`config.mk`:
```
export PLATFORM = sky130hd
export DESIGN_NAME = char_lcd_bar_graph_cells_unit
export DESIGN_NICKNAME = d
export VERILOG_FILES = /design/src/hdl/cbg_pkg.sv /design/src/hdl/char_lcd_bar_graph_cells_unit.sv /design/src/hdl/cbg_front.sv /design/src/hdl/cbg_cmd_fifo.sv /design/src/hdl/cbg_back.sv
export SDC_FILE = /design/constraint.sdc
export NUM_CORES = 1
export LEC_CHECK = 0
export ABC_AREA = 1
export BUFFER_PORTS_ARGS = -buffer_cell sky130_fd_sc_hd__buf_2
export CAP_MARGIN = 40
export CORE_MARGIN = 4
export CORE_UTILIZATION = 40
export CTS_CLUSTER_SIZE = 30
export DETAILED_ROUTE_END_ITERATION = 8
export GPL_ROUTABILITY_DRIVEN = 0
export GPL_TIMING_DRIVEN = 0
export SLEW_MARGIN = 20
export SYNTH_ARGS = -nofsm -noshare
export SYNTH_HDL_FRONTEND = slang
export SYNTH_SLANG_ARGS = --single-unit
```
`constraint.sdc`:
```
create_clock -name clk -period 13 [get_ports clk]
set_input_delay 0.65 -clock clk [delete_from_list [all_inputs] [get_ports clk]]
set_output_delay 0.65 -clock clk [all_outputs]
set_load 0.05 [all_outputs]
```
`src/hdl/cbg_pkg.sv`:
```
`timescale 1ns / 1ps

package cbg_pkg;

    localparam int MAX_LEN  = 64;
    localparam int FILL_MAX = 1000;

    localparam int COORD_W = 8;
    localparam int LEN_W   = 7;
    localparam int FILL_W  = 10;
    localparam int CELL_W  = 4;
    localparam int CODE_W  = 8;
    localparam int IDX_W   = 2;
    localparam int TOTAL_W = 10;

    // Lit pixels are ((2 * len * cell + 1) * fill) / 2000. The division is a
    // shift by four followed by a reciprocal multiplication for 125.
    localparam int A_W         = LEN_W + CELL_W + 1;
    localparam int X_W         = A_W + FILL_W;
    localparam int DIV_SHIFT   = 4;
    localparam int Y_W         = X_W - DIV_SHIFT;
    localparam int RECIP_W     = 18;
    localparam int RECIP_SHIFT = 24;
    localparam logic [RECIP_W-1:0] RECIP = RECIP_W'(134218);
    localparam int Q_W         = Y_W + RECIP_W;

    typedef enum logic [IDX_W-1:0] {
        REG_CELL_WIDTH  = 2'd0,
        REG_CELL_HEIGHT = 2'd1,
        REG_CHAR_OFFSET = 2'd2,
        REG_SEAMLESS    = 2'd3
    } cfg_reg_t;

    typedef struct packed {
        logic [CELL_W-1:0] cell_width;
        logic [CELL_W-1:0] cell_height;
        logic [CODE_W-1:0] char_offset;
        logic              seamless_mode;
    } cfg_t;

    typedef struct packed {
        logic [COORD_W-1:0] col;
        logic [COORD_W-1:0] row;
        logic [LEN_W-1:0]   len;
        logic [CELL_W-1:0]  cell_px;
        logic               vert;
        logic [TOTAL_W-1:0] total;
    } cmd_t;

endpackage

```
`src/hdl/char_lcd_bar_graph_cells_unit.sv`:
```
// The front holds one request at a time: full stays high through its three multiply stages
// and until the queue takes the result. A two-entry queue sits between the two parts.
// The back writes one cell per cycle while the output is popped. It loads each request
// in its idle state, and a request that writes no cell still passes through its run state.
// Reset empties the queue and restores the registers to width 5, height 8, offset 0.
`timescale 1ns / 1ps

module char_lcd_bar_graph_cells_unit
(
    input  logic                         clk,
    input  logic                         rst_n,
    input  logic                         cfg_we,
    input  logic [cbg_pkg::IDX_W-1:0]    cfg_addr,
    input  logic [cbg_pkg::CODE_W-1:0]   cfg_wdata,
    input  logic                         push,
    output logic                         full,
    input  logic [cbg_pkg::COORD_W-1:0]  start_col,
    input  logic [cbg_pkg::COORD_W-1:0]  start_row,
    input  logic [cbg_pkg::LEN_W-1:0]    length_cells,
    input  logic [cbg_pkg::FILL_W-1:0]   fill_promille,
    input  logic                         vertical,
    output logic                         empty,
    input  logic                         pop,
    output logic [cbg_pkg::COORD_W-1:0]  cell_col,
    output logic [cbg_pkg::COORD_W-1:0]  cell_row,
    output logic                         cell_kind,
    output logic [cbg_pkg::CODE_W-1:0]   char_code,
    output logic                         last_cell
);

    import cbg_pkg::*;

    cfg_t  cfg_reg, cfg_next;
    logic  front_valid;
    cmd_t  front_cmd;
    logic  fifo_ready;
    logic  fifo_valid;
    cmd_t  fifo_cmd;
    logic  back_pop;

    always_comb
    begin
        cfg_next = cfg_reg;
        if (cfg_we)
        begin
            case (cfg_reg_t'(cfg_addr))
                REG_CELL_WIDTH:  cfg_next.cell_width    = cfg_wdata[CELL_W-1:0];
                REG_CELL_HEIGHT: cfg_next.cell_height   = cfg_wdata[CELL_W-1:0];
                REG_CHAR_OFFSET: cfg_next.char_offset   = cfg_wdata;
                REG_SEAMLESS:    cfg_next.seamless_mode = cfg_wdata[0];
                default:         cfg_next = cfg_reg;
            endcase
        end
    end

    always_ff @(posedge clk or negedge rst_n)
    begin
        if (!rst_n)
        begin
            cfg_reg.cell_width    <= CELL_W'(5);
            cfg_reg.cell_height   <= CELL_W'(8);
            cfg_reg.char_offset   <= '0;
            cfg_reg.seamless_mode <= 1'b0;
        end
        else
        begin
            cfg_reg <= cfg_next;
        end
    end

    cbg_front u_front
    (
        .clk           (clk),
        .rst_n         (rst_n),
        .cfg           (cfg_reg),
        .push          (push),
        .full          (full),
        .start_col     (start_col),
        .start_row     (start_row),
        .length_cells  (length_cells),
        .fill_promille (fill_promille),
        .vertical      (vertical),
        .cmd_valid     (front_valid),
        .cmd_ready     (fifo_ready),
        .cmd           (front_cmd)
    );

    cbg_cmd_fifo u_fifo
    (
        .clk      (clk),
        .rst_n    (rst_n),
        .wr_en    (front_valid),
        .wr_data  (front_cmd),
        .wr_ready (fifo_ready),
        .rd_en    (back_pop),
        .rd_data  (fifo_cmd),
        .rd_valid (fifo_valid)
    );

    cbg_back u_back
    (
        .clk       (clk),
        .rst_n     (rst_n),
        .cfg       (cfg_reg),
        .cmd_valid (fifo_valid),
        .cmd       (fifo_cmd),
        .cmd_pop   (back_pop),
        .empty     (empty),
        .pop       (pop),
        .cell_col  (cell_col),
        .cell_row  (cell_row),
        .cell_kind (cell_kind),
        .char_code (char_code),
        .last_cell (last_cell)
    );

endmodule

```
`src/hdl/cbg_front.sv`:
```
`timescale 1ns / 1ps

module cbg_front
(
    input  logic                         clk,
    input  logic                         rst_n,
    input  cbg_pkg::cfg_t                cfg,
    input  logic                         push,
    output logic                         full,
    input  logic [cbg_pkg::COORD_W-1:0]  start_col,
    input  logic [cbg_pkg::COORD_W-1:0]  start_row,
    input  logic [cbg_pkg::LEN_W-1:0]    length_cells,
    input  logic [cbg_pkg::FILL_W-1:0]   fill_promille,
    input  logic                         vertical,
    output logic                         cmd_valid,
    input  logic                         cmd_ready,
    output cbg_pkg::cmd_t                cmd
);

    import cbg_pkg::*;

    typedef enum logic [2:0] {
        S_IDLE,
        S_MUL1,
        S_MUL2,
        S_DIV,
        S_PUSH
    } state_t;

    state_t              state_reg, state_next;
    cmd_t                cmd_reg, cmd_next;
    logic [FILL_W-1:0]   fill_reg, fill_next;
    logic [A_W-1:0]      a_reg, a_next;
    logic [X_W-1:0]      x_reg, x_next;
    logic [Q_W-1:0]      q_reg, q_next;
    logic [A_W-2:0]      len_cell;

    assign len_cell = (A_W-1)'(cmd_reg.len) * (A_W-1)'(cmd_reg.cell_px);

    always_comb
    begin
        state_next = state_reg;
        cmd_next   = cmd_reg;
        fill_next  = fill_reg;
        a_next     = a_reg;
        x_next     = x_reg;
        q_next     = q_reg;
        case (state_reg)
            S_IDLE:
            begin
                if (push)
                begin
                    cmd_next.col     = start_col;
                    cmd_next.row     = start_row;
                    cmd_next.len     = (length_cells > LEN_W'(MAX_LEN)) ?
                                       LEN_W'(MAX_LEN) : length_cells;
                    cmd_next.cell_px = vertical ? cfg.cell_height : cfg.cell_width;
                    cmd_next.vert    = vertical;
                    cmd_next.total   = '0;
                    fill_next        = (fill_promille > FILL_W'(FILL_MAX)) ?
                                       FILL_W'(FILL_MAX) : fill_promille;
                    state_next       = S_MUL1;
                end
            end
            S_MUL1:
            begin
                a_next     = {len_cell, 1'b1};
                state_next = S_MUL2;
            end
            S_MUL2:
            begin
                x_next     = X_W'(a_reg) * X_W'(fill_reg);
                state_next = S_DIV;
            end
            S_DIV:
            begin
                q_next     = Q_W'(x_reg[X_W-1:DIV_SHIFT]) * Q_W'(RECIP);
                state_next = S_PUSH;
            end
            S_PUSH:
            begin
                if (cmd_ready)
                begin
                    state_next = S_IDLE;
                end
            end
            default:
            begin
                state_next = S_IDLE;
            end
        endcase
    end

    always_ff @(posedge clk or negedge rst_n)
    begin
        if (!rst_n)
        begin
            state_reg <= S_IDLE;
            cmd_reg   <= '0;
            fill_reg  <= '0;
            a_reg     <= '0;
            x_reg     <= '0;
            q_reg     <= '0;
        end
        else
        begin
            state_reg <= state_next;
            cmd_reg   <= cmd_next;
            fill_reg  <= fill_next;
            a_reg     <= a_next;
            x_reg     <= x_next;
            q_reg     <= q_next;
        end
    end

    always_comb
    begin
        cmd       = cmd_reg;
        cmd.total = q_reg[RECIP_SHIFT +: TOTAL_W];
    end

    assign full      = (state_reg != S_IDLE);
    assign cmd_valid = (state_reg == S_PUSH);

endmodule

```
`src/hdl/cbg_cmd_fifo.sv`:
```
`timescale 1ns / 1ps

module cbg_cmd_fifo
(
    input  logic          clk,
    input  logic          rst_n,
    input  logic          wr_en,
    input  cbg_pkg::cmd_t wr_data,
    output logic          wr_ready,
    input  logic          rd_en,
    output cbg_pkg::cmd_t rd_data,
    output logic          rd_valid
);

    import cbg_pkg::*;

    cmd_t        mem_reg [2];
    logic        wr_ptr_reg, wr_ptr_next;
    logic        rd_ptr_reg, rd_ptr_next;
    logic [1:0]  count_reg, count_next;
    logic        do_wr, do_rd;

    assign wr_ready = (count_reg != 2'd2);
    assign rd_valid = (count_reg != 2'd0);
    assign do_wr    = wr_en && wr_ready;
    assign do_rd    = rd_en && rd_valid;
    assign rd_data  = mem_reg[rd_ptr_reg];

    always_comb
    begin
        wr_ptr_next = do_wr ? ~wr_ptr_reg : wr_ptr_reg;
        rd_ptr_next = do_rd ? ~rd_ptr_reg : rd_ptr_reg;
        count_next  = count_reg;
        if (do_wr && !do_rd)
        begin
            count_next = count_reg + 2'd1;
        end
        else if (do_rd && !do_wr)
        begin
            count_next = count_reg - 2'd1;
        end
    end

    always_ff @(posedge clk or negedge rst_n)
    begin
        if (!rst_n)
        begin
            wr_ptr_reg <= 1'b0;
            rd_ptr_reg <= 1'b0;
            count_reg  <= 2'd0;
        end
        else
        begin
            wr_ptr_reg <= wr_ptr_next;
            rd_ptr_reg <= rd_ptr_next;
            count_reg  <= count_next;
        end
    end

    always_ff @(posedge clk)
    begin
        if (do_wr)
        begin
            mem_reg[wr_ptr_reg] <= wr_data;
        end
    end

endmodule

```
`src/hdl/cbg_back.sv`:
```
`timescale 1ns / 1ps

module cbg_back
(
    input  logic                         clk,
    input  logic                         rst_n,
    input  cbg_pkg::cfg_t                cfg,
    input  logic                         cmd_valid,
    input  cbg_pkg::cmd_t                cmd,
    output logic                         cmd_pop,
    output logic                         empty,
    input  logic                         pop,
    output logic [cbg_pkg::COORD_W-1:0]  cell_col,
    output logic [cbg_pkg::COORD_W-1:0]  cell_row,
    output logic                         cell_kind,
    output logic [cbg_pkg::CODE_W-1:0]   char_code,
    output logic                         last_cell
);

    import cbg_pkg::*;

    typedef enum logic {
        S_IDLE,
        S_RUN
    } state_t;

    state_t              state_reg, state_next;
    cmd_t                cur_reg, cur_next;
    logic [TOTAL_W-1:0]  rem_reg, rem_next;
    logic [LEN_W-1:0]    pos_reg, pos_next;
    logic                out_valid_reg, out_valid_next;
    logic [COORD_W-1:0]  col_reg, col_next;
    logic [COORD_W-1:0]  row_reg, row_next;
    logic                kind_reg, kind_next;
    logic [CODE_W-1:0]   code_reg, code_next;
    logic                last_reg, last_next;

    logic                advance;
    logic                full_cell;
    logic [TOTAL_W-1:0]  rem_after;
    logic [LEN_W-1:0]    pos_after;
    logic                seamless_cell;

    assign advance       = !out_valid_reg || pop;
    assign full_cell     = (rem_reg >= TOTAL_W'(cur_reg.cell_px));
    assign rem_after     = rem_reg - TOTAL_W'(cur_reg.cell_px);
    assign pos_after     = pos_reg + LEN_W'(1);
    assign seamless_cell = !cur_reg.vert && cfg.seamless_mode;
    assign cmd_pop       = (state_reg == S_IDLE) && cmd_valid;

    always_comb
    begin
        state_next     = state_reg;
        cur_next       = cur_reg;
        rem_next       = rem_reg;
        pos_next       = pos_reg;
        out_valid_next = out_valid_reg;
        col_next       = col_reg;
        row_next       = row_reg;
        kind_next      = kind_reg;
        code_next      = code_reg;
        last_next      = last_reg;
        if (advance)
        begin
            out_valid_next = 1'b0;
        end
        case (state_reg)
            S_IDLE:
            begin
                if (cmd_valid)
                begin
                    cur_next   = cmd;
                    rem_next   = cmd.total;
                    pos_next   = '0;
                    state_next = S_RUN;
                end
            end
            S_RUN:
            begin
                if (advance)
                begin
                    if ((rem_reg == '0) || (pos_reg == cur_reg.len))
                    begin
                        state_next = S_IDLE;
                    end
                    else
                    begin
                        out_valid_next = 1'b1;
                        col_next = cur_reg.vert ? cur_reg.col :
                                   cur_reg.col + COORD_W'(pos_reg);
                        row_next = cur_reg.vert ? cur_reg.row - COORD_W'(pos_reg) :
                                   cur_reg.row;
                        if (full_cell)
                        begin
                            kind_next  = seamless_cell;
                            code_next  = seamless_cell ?
                                         CODE_W'(cur_reg.cell_px) + cfg.char_offset : '0;
                            last_next  = (pos_after == cur_reg.len) || (rem_after == '0);
                            rem_next   = rem_after;
                            pos_next   = pos_after;
                            state_next = last_next ? S_IDLE : S_RUN;
                        end
                        else
                        begin
                            kind_next  = 1'b1;
                            code_next  = rem_reg[CODE_W-1:0] + cfg.char_offset;
                            last_next  = 1'b1;
                            state_next = S_IDLE;
                        end
                    end
                end
            end
            default:
            begin
                state_next = S_IDLE;
            end
        endcase
    end

    always_ff @(posedge clk or negedge rst_n)
    begin
        if (!rst_n)
        begin
            state_reg     <= S_IDLE;
            cur_reg       <= '0;
            rem_reg       <= '0;
            pos_reg       <= '0;
            out_valid_reg <= 1'b0;
            col_reg       <= '0;
            row_reg       <= '0;
            kind_reg      <= 1'b0;
            code_reg      <= '0;
            last_reg      <= 1'b0;
        end
        else
        begin
            state_reg     <= state_next;
            cur_reg       <= cur_next;
            rem_reg       <= rem_next;
            pos_reg       <= pos_next;
            out_valid_reg <= out_valid_next;
            col_reg       <= col_next;
            row_reg       <= row_next;
            kind_reg      <= kind_next;
            code_reg      <= code_next;
            last_reg      <= last_next;
        end
    end

    assign empty     = !out_valid_reg;
    assign cell_col  = col_reg;
    assign cell_row  = row_reg;
    assign cell_kind = kind_reg;
    assign char_code = code_reg;
    assign last_cell = last_reg;

endmodule

```
== Word-level counts from Yosys, hierarchy flattened ==
Memories as Yosys holds them, arrays and structs flattened.
Index checks and enable logic that the tools add are counted.

* $mul: 3
* Add/subtract/negate cells: 8
* Reduce and logical (&&, ||, !) cells: 29
* Divide/modulo/power cells: 0
* Magnitude comparators: 3
* Bitwise gates (word level): 4
* Muxes and demuxes: 36
* Eq/ne operators: 16
* Shift-type cells: 0

{| class="wikitable"
|+ Operator list
! cell !! count
|-
| $mux 10 || 5
|-
| $mux 7 || 5
|-
| $mul 18x17->33 const B || 1
|-
| $mux 8 || 4
|-
| $mul 12x10->22 || 1
|-
| $logic_not 10->1 || 2
|-
| $pmux 10 s2 || 1
|-
| $pmux 3 s5 || 1
|-
| $eq 7x7->1 || 2
|-
| $pmux 7 s2 || 1
|-
| $reduce_and 2->1 || 7
|-
| $mux 1 || 13
|-
| $ne 2x2->1 const B || 6
|-
| $mul 7x4->11 || 1
|-
| $ge 10x4->1 || 1
|-
| $gt 10x10->1 const B || 1
|-
| $sub 10x4->10 || 1
|-
| $add 4x8->8 || 1
|-
| $add 8x7->8 || 1
|-
| $add 8x8->8 || 1
|-
| $sub 8x7->8 || 1
|-
| $add 7x1->7 const B || 1
|-
| $gt 7x7->1 const B || 1
|-
| $eq 3x2->1 const B || 2
|-
| 21 further kinds || 38
|}

* ROM bits: 0
* Output and inout bits: 28
* Memories kept: 1
* Latch bits: 0
* Flip-flop bits (word level): 202
* Bits in writable memories: 76
* Input bits: 49

{| class="wikitable"
|+ Memories
! memory !! words !! width !! read ports !! clocked after memory_dff !! write ports !! line !! source
|-
| u_fifo.mem_reg || 2 || 38 || 1 || 0 || 1 || cbg_cmd_fifo.sv:17 || <nowiki>cmd_t mem_reg [2];</nowiki>
|}

== Depth between registers and ports, before layout ==
Gate-level depths: netlist of run 1.

* Word-level depth: 8
* Gate-level depth with buffers: 24
* Mapped depth without buffers: 23

== Cells and area by module ==
A second synthesis of run 1 with hierarchy kept.

* Cell total of the unflattened synthesis: 2587
* Area, all modules: 20986.4 um^2

{| class="wikitable"
|+ Modules (own cells, without submodules)
! module !! instances !! cells each !! area each (um^2) !! seq. area each (um^2)
|-
| cbg_front || 1 || 1623 || 12451.9 || 2026.9
|-
| cbg_back || 1 || 658 || 4817.1 || 1826.8
|-
| cbg_cmd_fifo || 1 || 227 || 2975.4 || 2382.3
|-
| char_lcd_bar_graph_cells_unit || 1 || 79 || 742.0 || 429.2
|}

== Least setup slack after synthesis of run 1 ==
OpenSTA, ideal clock, no wires.

* Path type: flip-flop to flip-flop
* Start point: reg u_front.fill_reg[3]
* End point: reg u_front.x_reg[16]
* Setup slack: 8.312 ns
* Stages on the path, launching flop included: 20
* Arrival: 4.570 ns
* Required time: 12.882 ns
* Path buffers: 1
* Cells stage by stage: dfrtp_1 clkbuf_1 nand2_1 fa_1 inv_1 fa_1 fa_1 fa_1 inv_1 fa_1 inv_1 ha_1 nand2_1 nor2_1 nor2_1 o21a_1 nand2_1 or2_2 nand3_1 nand2_1

* Longest elaborated chain between the ends: 1

{| class="wikitable"
|+ RTL lines
! what !! line !! source
|-
| start: declaration || cbg_front.sv:32 || <nowiki>logic [FILL_W-1:0] fill_reg, fill_next;</nowiki>
|-
| start signal: assignment || cbg_front.sv:109 || <nowiki>fill_reg <= fill_next;</nowiki>
|-
| $mul 12x10->22 || cbg_front.sv:72 || <nowiki>x_next = X_W'(a_reg) * X_W'(fill_reg);</nowiki>
|-
| end signal: assignment || cbg_front.sv:111 || <nowiki>x_reg <= x_next;</nowiki>
|-
| end: declaration || cbg_front.sv:34 || <nowiki>logic [X_W-1:0] x_reg, x_next;</nowiki>
|}

No other way between the ends.
A chain may end at the register's enable or synchronous reset.

== Worst setup path in the final report of run 1 ==
* Start point: reg u_front.a_reg[8]
* End point: reg u_front.x_reg[19]

* Longest elaborated chain between the ends: 1

{| class="wikitable"
|+ RTL lines
! what !! line !! source
|-
| start: declaration || cbg_front.sv:33 || <nowiki>logic [A_W-1:0] a_reg, a_next;</nowiki>
|-
| start signal: assignment || cbg_front.sv:110 || <nowiki>a_reg <= a_next;</nowiki>
|-
| $mul 12x10->22 || cbg_front.sv:72 ||
|}

No other way between the ends.

==> flow_summary_export.csv, run 1 <==
group,metric,value,unit
finish,fin_nets,3069,
placed_design,dp_hpwl,39500,um
routing,via_per_inst,4.90,
finish,num-fill-cells,5143,
global_routing,grt-ovfl-total,0,
finish,area_growth,11.5,%
sta,drv_slew,0,
sta,max_freq,188,MHz
clock_network,clockRootBuffer,"clkbuf_16",
routing,drt-total-wl,49400,um
global_routing,grt_use_total,17.8,%
sta,worstMarginPinSlew,0.692,ns
routing,wl_per_cell,14.8,um
die,coreArea,0.0513,mm2
die,ioPinCount,77,
synth,yosys.cell_count.top_type,"nand2_1",
routing,antenna_left,0,
finish,antenna_cells,0,
synth,synth_area_leader_cell,"dfrtp_1",
synth,ys_seq_area_share,32.2,%
sta,finalClockSkew,0.00914,ns
synth,async_flop_share,69.7,%
synth,ys_ff_latch,251,
sta,slew_headroom,53.9,%
synth,synthCells,2526,
die,die_w,236,um
sta,worst_hold_slack,0.0111,ns
synth,ys_top_cells_by_area,"dfrtp_1, ha_1, nand2_1",
sta,fin_crit,5.31,ns
clock_network,cts_buffers,28,
synth,synth_top_area_share,20.8,%
clock_network,clock_latency,0.57,ns
placed_design,portBuffers,75,
sta,setup_viol,0,
die,start_util,40.4,%
finish,largest_reg_flops,76,
synth,ys_types,55,
clock_network,cts_tree,"done",
clock_network,clk_pin_slew_worst_paths,0.06,ns
clock_network,cts.repair.resized,0,
worst_setup_path,worst_setup_path_start_kind,"flip-flop",
clock_network,cts_hold_buf,0,
clock_network,cts.sinks,251,
job,cap_violations,0,
routing,dr.pass1.iters,5,
global_routing,antenna_found_initial,0,
sta,rsz0062_at_grt,"false",
clock_network,post_cts_buffers,0,
sta,setup_tns,0,ns
die,die_h,236,um
die,num_rows,83,
min_path,hp-class,"in2async",
synth,synth_area,0.0207,mm2
outcome,status,"complete, no violations",
global_routing,grt_max_degree,63,
clock_network,h-tree-depth,1,
worst_setup_path,cp_data_required_time,13.46,ns
synth,postSynthAreaPerCell,8.20,um2
sta,finalCritPeriodShare,40.8,%
synth,ys_top_cells_by_count,"nand2_1, inv_1, ha_1",
global_routing,grt_pass1_vias,16600,
routing,drc,0,
synth,synth-warning-count,0,
routing,drt_iter0_drc,849,
worst_setup_path,crit_arrival,5.77,ns
synth,syn_nets,2958,
worst_setup_path,cp-end-kind,"flip-flop",
die,dieArea,0.0555,mm2
routing,vias,16400,
worst_setup_path,worstSetupPathType,"reg2reg",
sta,hold_viol,0,
synth,synth_top_flop_cell,"dfrtp_1",
finish,drive_gt1_share,7.15,%
global_routing,grt_first_pass_wirelength,82900,um
clock_network,cts_buffer_depth,3,
synth,synth_edf_count,76,
worst_setup_path,worst-path-max-fanout,10,
## kinds of logic after synthesis
family | Yosys count | share of synthesized area (%)
and+or+nand+nor | 1058 | 20.8
buffers and inverters | 527 | 9.75
adders and majority gates | 383 | 28.1
AOI/OAI and AO/OA | 271 | 7.55
DFF | 251 | 32.2
xor gates and xnor gates | 34 | 1.44
muxes | 2 | 0.103
## per-layer routing
metal / vias up / track usage [%] / part of all wire [%]
li1: 8185 / - / -
met1: 7766 / 23.5 / 45
met2: 328 / 30.8 / 48
met3: 89 / 2.30 / 3.8
met4: 0 / 5.21 / 3.1
met5: - / 0 / 0
## critical path, cell delays in order (launching register included)
cell and delay, ns:
dfrtp_1 0.35, clkbuf_1 0.52, nand2_1 0.17, fa_1 0.56, inv_1 0.05, fa_1 0.52, fa_1 0.44, fa_1 0.55
inv_1 0.05, fa_1 0.53, inv_1 0.04, ha_1 0.33, nand2_1 0.09, inv_1 0.08, nand3_1 0.11, nor3_1 0.28
nand4_1 0.22, nand3_1 0.12, nand2_1 0.05, nand3_1 0.08, nand2_1 0.06
## final cells by class
type | count | area (um2) | share of cell area, %
Tap cell | 680 | 851 | 3.68
Clock inverter | 22 | 300 | 1.30
Inverter | 458 | 1720 | 7.44
Multi-Input combinational cell | 1748 | 12000 | 52.1
Timing Repair Buffer | 81 | 510 | 2.21
Buffer | 69 | 300 | 1.30
Sequential cell | 251 | 6670 | 28.9
Clock buffer | 30 | 708 | 3.07
## layout by cell type (no fill, tap or decap), types with 4 or more instances in the layout
cell / count
xnor2_1: 14
clkbuf_16: 28
o21ai_2: 12
or2_2: 8
edfxtp_1: 76
o21ai_1: 12
o21ai_0: 88
ha_1: 245
fa_1: 138
a21o_1: 6
o21a_1: 5
a22o_1: 5
nand3_1: 108
dfrtp_1: 172
a31oi_1: 39
bufinv_16: 6
buf_2: 86
nor2_1: 133
nand4_1: 16
o31ai_1: 5
nor3_1: 18
nand2_1: 744
o21bai_1: 7
a21oi_1: 79
clkinv_1: 6
clkbuf_1: 53
buf_8: 4
inv_2: 5
xor2_1: 20
clkinv_2: 6
inv_1: 450
nand3b_1: 9
o211ai_1: 4
## metrics by stage
stage	utilization (%)	area, um2	setup WS [ns]	cells
2_1_floorplan	-	20700	8.31	2526
3_3_place_gp	42.8	21900	7.71	3281
3_5_place_dp	43.1	22100	7.70	3287
4_1_cts	45.0	23100	7.66	3339
5_1_grt	45.0	23100	7.30	3339
6_report	45.0	23100	7.69	3339
## final timing paths
check | start | end | slack, ns | depth (start not counted)
max | u_front.a_reg[8] | u_front.x_reg[19] | 7.69 | 20
min | rst_n | cfg_reg[7] | 0.01 | 1
max reg2reg | u_front.a_reg[8] | u_front.x_reg[19] | 7.69 | 20
min reg2reg | u_front.q_reg[24] | u_fifo.mem_reg[1][0] | 0.47 | 0
max in group asynchronous | rst_n | u_front.fill_reg[7] | 11.98 | 3
min in group clk | start_row[6] | u_front.cmd[28] | 0.27 | 3
Power of run 1 is not shown: default switching activity piles up to over one toggle a cycle in this logic, so the estimate is an artifact.
==> inputs of run 2 (changes only) <==
==> constraint.sdc (replaced) <==
create_clock -name clk -period 5.5 [get_ports clk]
set_input_delay 0.275 -clock clk [delete_from_list [all_inputs] [get_ports clk]]
set_output_delay 0.275 -clock clk [all_outputs]
set_load 0.05 [all_outputs]
==> flow_summary_export.csv, run 2 (synthesis gave the netlist of run 1 again) <==
group,metric,value,unit
routing,wl_met2,24300,um
routing,drc,0,
global_routing,grt-ovfl-total,0,
sta,slew_headroom,56.3,%
outcome,status,"complete, no violations",
worst_setup_path,crit_family,"adder cells",
worst_setup_path,cp.depth,19,
routing,wl_met1,22300,um
worst_setup_path,crit_chain,"nand2_1 > fa_1 > inv_1 > fa_1 > fa_1 > fa_1 > inv_1 > fa_1 > inv_1 > ha_1 > nand2_1 > inv_1 > nand3_1 > nor3_1 > nand4_1 > nand3_1 > nand2_1 > nand3_1 > nand2_1",
finish,layout_commonest_cell,"nand2_1",
die,ioPinCount,77,
clock_network,cts.sinks,251,
worst_setup_path,cpMostUsedCell,"fa_1",
sta,finalCritPeriodShare,93.0,%
clock_network,cts_buffer_depth,3,
clock_network,clk_pin_slew_worst_paths,0.06,ns
sta,max_freq,195,MHz
finish,multi_input_area,0.0120,mm2
finish,fin_nets,3092,
finish,fin_area,0.0234,mm2
routing,dr.pass1.iters,6,
placed_design,dp_hpwl,39500,um
worst_setup_path,slowest_stage,"dfrtp_1",
clock_network,post_cts_buffers,0,
worst_setup_path,r2r_cells,19,
die,num_rows,83,
routing,wl_met3,1830,um
finish,drive_gt1_share,7.23,%
sta,hold_viol,0,
finish,num-fill-cells,5093,
sta,drv_slew,0,
die,start_util,40.4,%
worst_setup_path,cp-end-kind,"flip-flop",
sta,worstMarginPinSlew,0.656,ns
global_routing,grt_pass1_vias,16800,
die,coreArea,0.0513,mm2
finish,antenna_cells,0,
global_routing,grt_use_total,18.0,%
clock_network,h-tree-depth,1,
worst_setup_path,crit_arrival,5.58,ns
placed_design,portBuffers,75,
sta,setup_tns,0,ns
global_routing,antenna_found_initial,0,
sta,fin_crit,5.12,ns
placed_design,placed_cell_area,0.0221,mm2
finish,area_growth,13.1,%
job,cap_violations,0,
sta,rsz0062_at_grt,"false",
global_routing,grt_max_degree,63,
min_path,hold_depth,3,
routing,vias,16500,
worst_setup_path,cp_data_required_time,5.96,ns
clock_network,clockRootBuffer,"clkbuf_16",
die,die_w,236,um
routing,antenna_left,0,
die,die_h,236,um
clock_network,cts_tree,"done",
routing,drt-total-wl,50000,um
worst_setup_path,worstSetupPathType,"reg2reg",
routing,via_per_inst,4.90,
finish,register_area,0.00667,mm2
clock_network,cts_buffers,28,
worst_setup_path,worst-path-max-fanout,11,
finish,final_util,45.6,%
sta,setup_viol,0,
min_path,hp-class,"in2reg",
global_routing,grt_first_pass_wirelength,83900,um
worst_setup_path,worst_setup_path_start_kind,"flip-flop",
clock_network,clock_latency,0.57,ns
routing,routed.top_layer,"met4",
routing,drt_iter0_drc,928,
worst_setup_path,slowest_delay,0.69,ns
routing,wl_per_cell,14.9,um
finish,layout_common_cells,"nand2_1, inv_1, ha_1",
worst_setup_path,critPathBufInv,4,
die,dieArea,0.0555,mm2
sta,finalClockSkew,0.00896,ns
finish,largest_reg_flops,76,
[run 2: area by class of cell]
cell class / instances / area share, %
multi-input combinational: 1748 / 51.4
sequential: 251 / 28.5
inverter: 458 / 7.34
timing repair buffer: 118 / 3.76
tap: 680 / 3.63
clock buffer: 30 / 3.02
clock inverter: 22 / 1.28
buffer: 55 / 1.08
[run 2: metal layers]
metal  global-route usage [%]  vias to the layer above
met4                     5.55                        0
met1                     23.6                     7844
li1                         -                     8234
met5                        0                        -
met3                     2.30                       95
met2                     31.4                      317
[run 2: metrics by stage]
stage	setup slack [ns]	std cells	hold WS (ns)
2_1_floorplan	0.812	2526	-0.0206
3_3_place_gp	0.212	3281	0.449
3_5_place_dp	0.199	3287	0.247
4_1_cts	0.162	3376	0.00654
5_1_grt	0.0254	3362	0.0242
6_report	0.383	3362	0.00337
[run 2: path summary, 6_finish.rpt]
check	from	to	slack (ns)
setup / recovery	u_front.a_reg[8]	u_front.x_reg[19]	0.38
hold / removal	push	u_front.state_reg[0]	0.003
setup reg to reg	u_front.a_reg[8]	u_front.x_reg[19]	0.38
hold reg to reg	u_front.q_reg[24]	u_fifo.mem_reg[1][0]	0.47
max in group asynchronous	rst_n	u_front.fill_reg[3]	4.27
min in group asynchronous	rst_n	cfg_reg[7]	0.23
[run 2: what timing repair did]
action,CTS,global route
gates resized for setup,0,8
hold buffers,37,0
setup endpoints to repair,0,5
endpoints found under the hold margin,94,0
[run 2: tightest hold or removal path, stage by stage]
cell and delay (ns):
buf_2 0.12, o211ai_1 0.08, inv_1 0.05
Power of run 2 is left out for the same reason.
==> inputs of run 3 (changes only) <==
==> constraint.sdc (replaced) <==
create_clock -name clk -period 4.7 [get_ports clk]
set_input_delay 0.235 -clock clk [delete_from_list [all_inputs] [get_ports clk]]
set_output_delay 0.235 -clock clk [all_outputs]
set_load 0.05 [all_outputs]
==> flow_summary_export.csv, run 3 (synthesis gave the netlist of run 1 again) <==
group,metric,value,unit
global_routing,grt-ovfl-total,0,
worst_setup_path,cp-end-kind,"flip-flop",
worst_setup_path,crit_arrival,5.08,ns
min_path,hp-class,"in2reg",
worst_setup_path,slowest_delay,0.57,ns
global_routing,grt_pass1_vias,17000,
die,die_w,236,um
worst_setup_path,slowest_stage,"fa_1",
sta,rsz0062_at_grt,"true",
worst_setup_path,cp_data_required_time,5.16,ns
sta,finalClockSkew,0.00734,ns
clock_network,cts.sinks,251,
routing,wl_per_cell,15.1,um
global_routing,grt_max_degree,63,
clock_network,clk_pin_slew_worst_paths,0.06,ns
routing,drt-total-wl,52000,um
sta,fin_crit,4.62,ns
finish,largest_reg_flops,76,
routing,dr.pass1.iters,5,
finish,num-fill-cells,4963,
finish,final_util,48.1,%
worst_setup_path,cpMostUsedCell,"nand2_1",
placed_design,portBuffers,75,
sta,drv_slew,0,
finish,layout_commonest_cell,"nand2_1",
placed_design,pre_cts_slack,-0.601,ns
global_routing,antenna_found_initial,0,
routing,via_per_inst,4.92,
sta,max_freq,216,MHz
worst_setup_path,worst_setup_path_start_kind,"flip-flop",
sta,setup_ws,0.0796,ns
clock_network,clockRootBuffer,"clkbuf_16",
sta,hold_viol,0,
clock_network,cts_buffer_depth,3,
routing,antenna_left,0,
sta,finalCritPeriodShare,98.3,%
placed_design,dp_hpwl,39500,um
worst_setup_path,worstSetupPathType,"reg2reg",
sta,slew_headroom,55.0,%
clock_network,cts_tree,"done",
job,cap_violations,0,
global_routing,grt_use_total,18.4,%
finish,fin_nets,3175,
die,start_util,40.4,%
die,num_rows,83,
sta,worstMarginPinSlew,0.675,ns
finish,area_growth,19.1,%
worst_setup_path,crit_chain,"buf_12 > nand2_1 > fa_1 > inv_1 > fa_1 > inv_1 > fa_1 > fa_1 > fa_1 > inv_1 > ha_4 > nand2_1 > nor2_1 > nand2_1 > nand2_2 > nand3_1 > nand2_1 > nand2_1 > nand3_1 > nand2_1",
clock_network,h-tree-depth,1,
clock_network,clock_latency,0.57,ns
die,ioPinCount,77,
finish,drive_gt1_share,14.0,%
outcome,status,"complete, no violations",
die,dieArea,0.0555,mm2
worst_setup_path,worst-path-max-fanout,5,
finish,layout_common_cells,"nand2_1, inv_1, ha_1",
sta,setup_viol,0,
placed_design,placed_cell_area,0.0221,mm2
worst_setup_path,critPathBufInv,4,
finish,fin_area,0.0247,mm2
finish,antenna_cells,0,
global_routing,grt_first_pass_wirelength,85000,um
die,coreArea,0.0513,mm2
routing,vias,17000,
clock_network,cts_buffers,28,
routing,drc,0,
routing,drt_iter0_drc,906,
die,die_h,236,um
worst_setup_path,crit_family,"adder cells",
## run 3: path summary, 6_finish.rpt
kind / from / to / slack (ns) / cells after the start
max: u_front.fill_reg[2] / u_front.x_reg[17] / 0.08 / 20
min: cfg_addr[0] / cfg_reg[0] / 0.03 / 3
max reg2reg: u_front.fill_reg[2] / u_front.x_reg[17] / 0.08 / 20
min reg2reg: u_front.q_reg[24] / u_fifo.mem_reg[1][0] / 0.47 / 0
max in group asynchronous: rst_n / u_front.fill_reg[2] / 3.49 / 4
min in group asynchronous: rst_n / cfg_reg[7] / 0.19 / 2
## run 3: metrics by stage
stage,cells,hold WS [ns],TNS [ns]
floorplan,2526,-0.0606,0
CTS,3408,0.00207,-0.0158
global route,3445,0.0435,-0.617
detailed placement,3287,0.207,-5.96
global placement,3281,0.436,-5.55
finish,3445,0.0305,0
## run 3: timing repair
action                     in CTS  in global routing
setup endpoints to repair      18                 24
buffers inserted               41                 38
hold buffers                   39                  0
gates cloned                    0                  0
hold endpoints to repair       96                  0
gates resized for setup        65                109
pin swaps                      24                 53
## run 3: area by class of cell
class	count	area (um2)	area share [%]
Inverter	458	1720	6.99
Clock buffer	30	708	2.87
Buffer	57	330	1.34
Timing Repair Buffer	199	1550	6.29
Tap cell	680	851	3.45
Sequential cell	251	6700	27.2
Clock inverter	22	300	1.22
Multi-Input combinational cell	1748	12500	50.7
## run 3: routing by layer
| metal | global-route usage, % | part of all wire (%) |
|---|---|---|
| met1 | 23.9 | 43 |
| met2 | 31.6 | 49 |
| met3 | 2.61 | 4.5 |
| met4 | 6.03 | 3.6 |
| met5 | 0 | 0 |
## run 3: tightest hold or removal path: stages
cell and delay [ns]:
buf_2 0.11, nand3_1 0.12, o21ai_0 0.09
Power of run 3 is left out for the same reason.
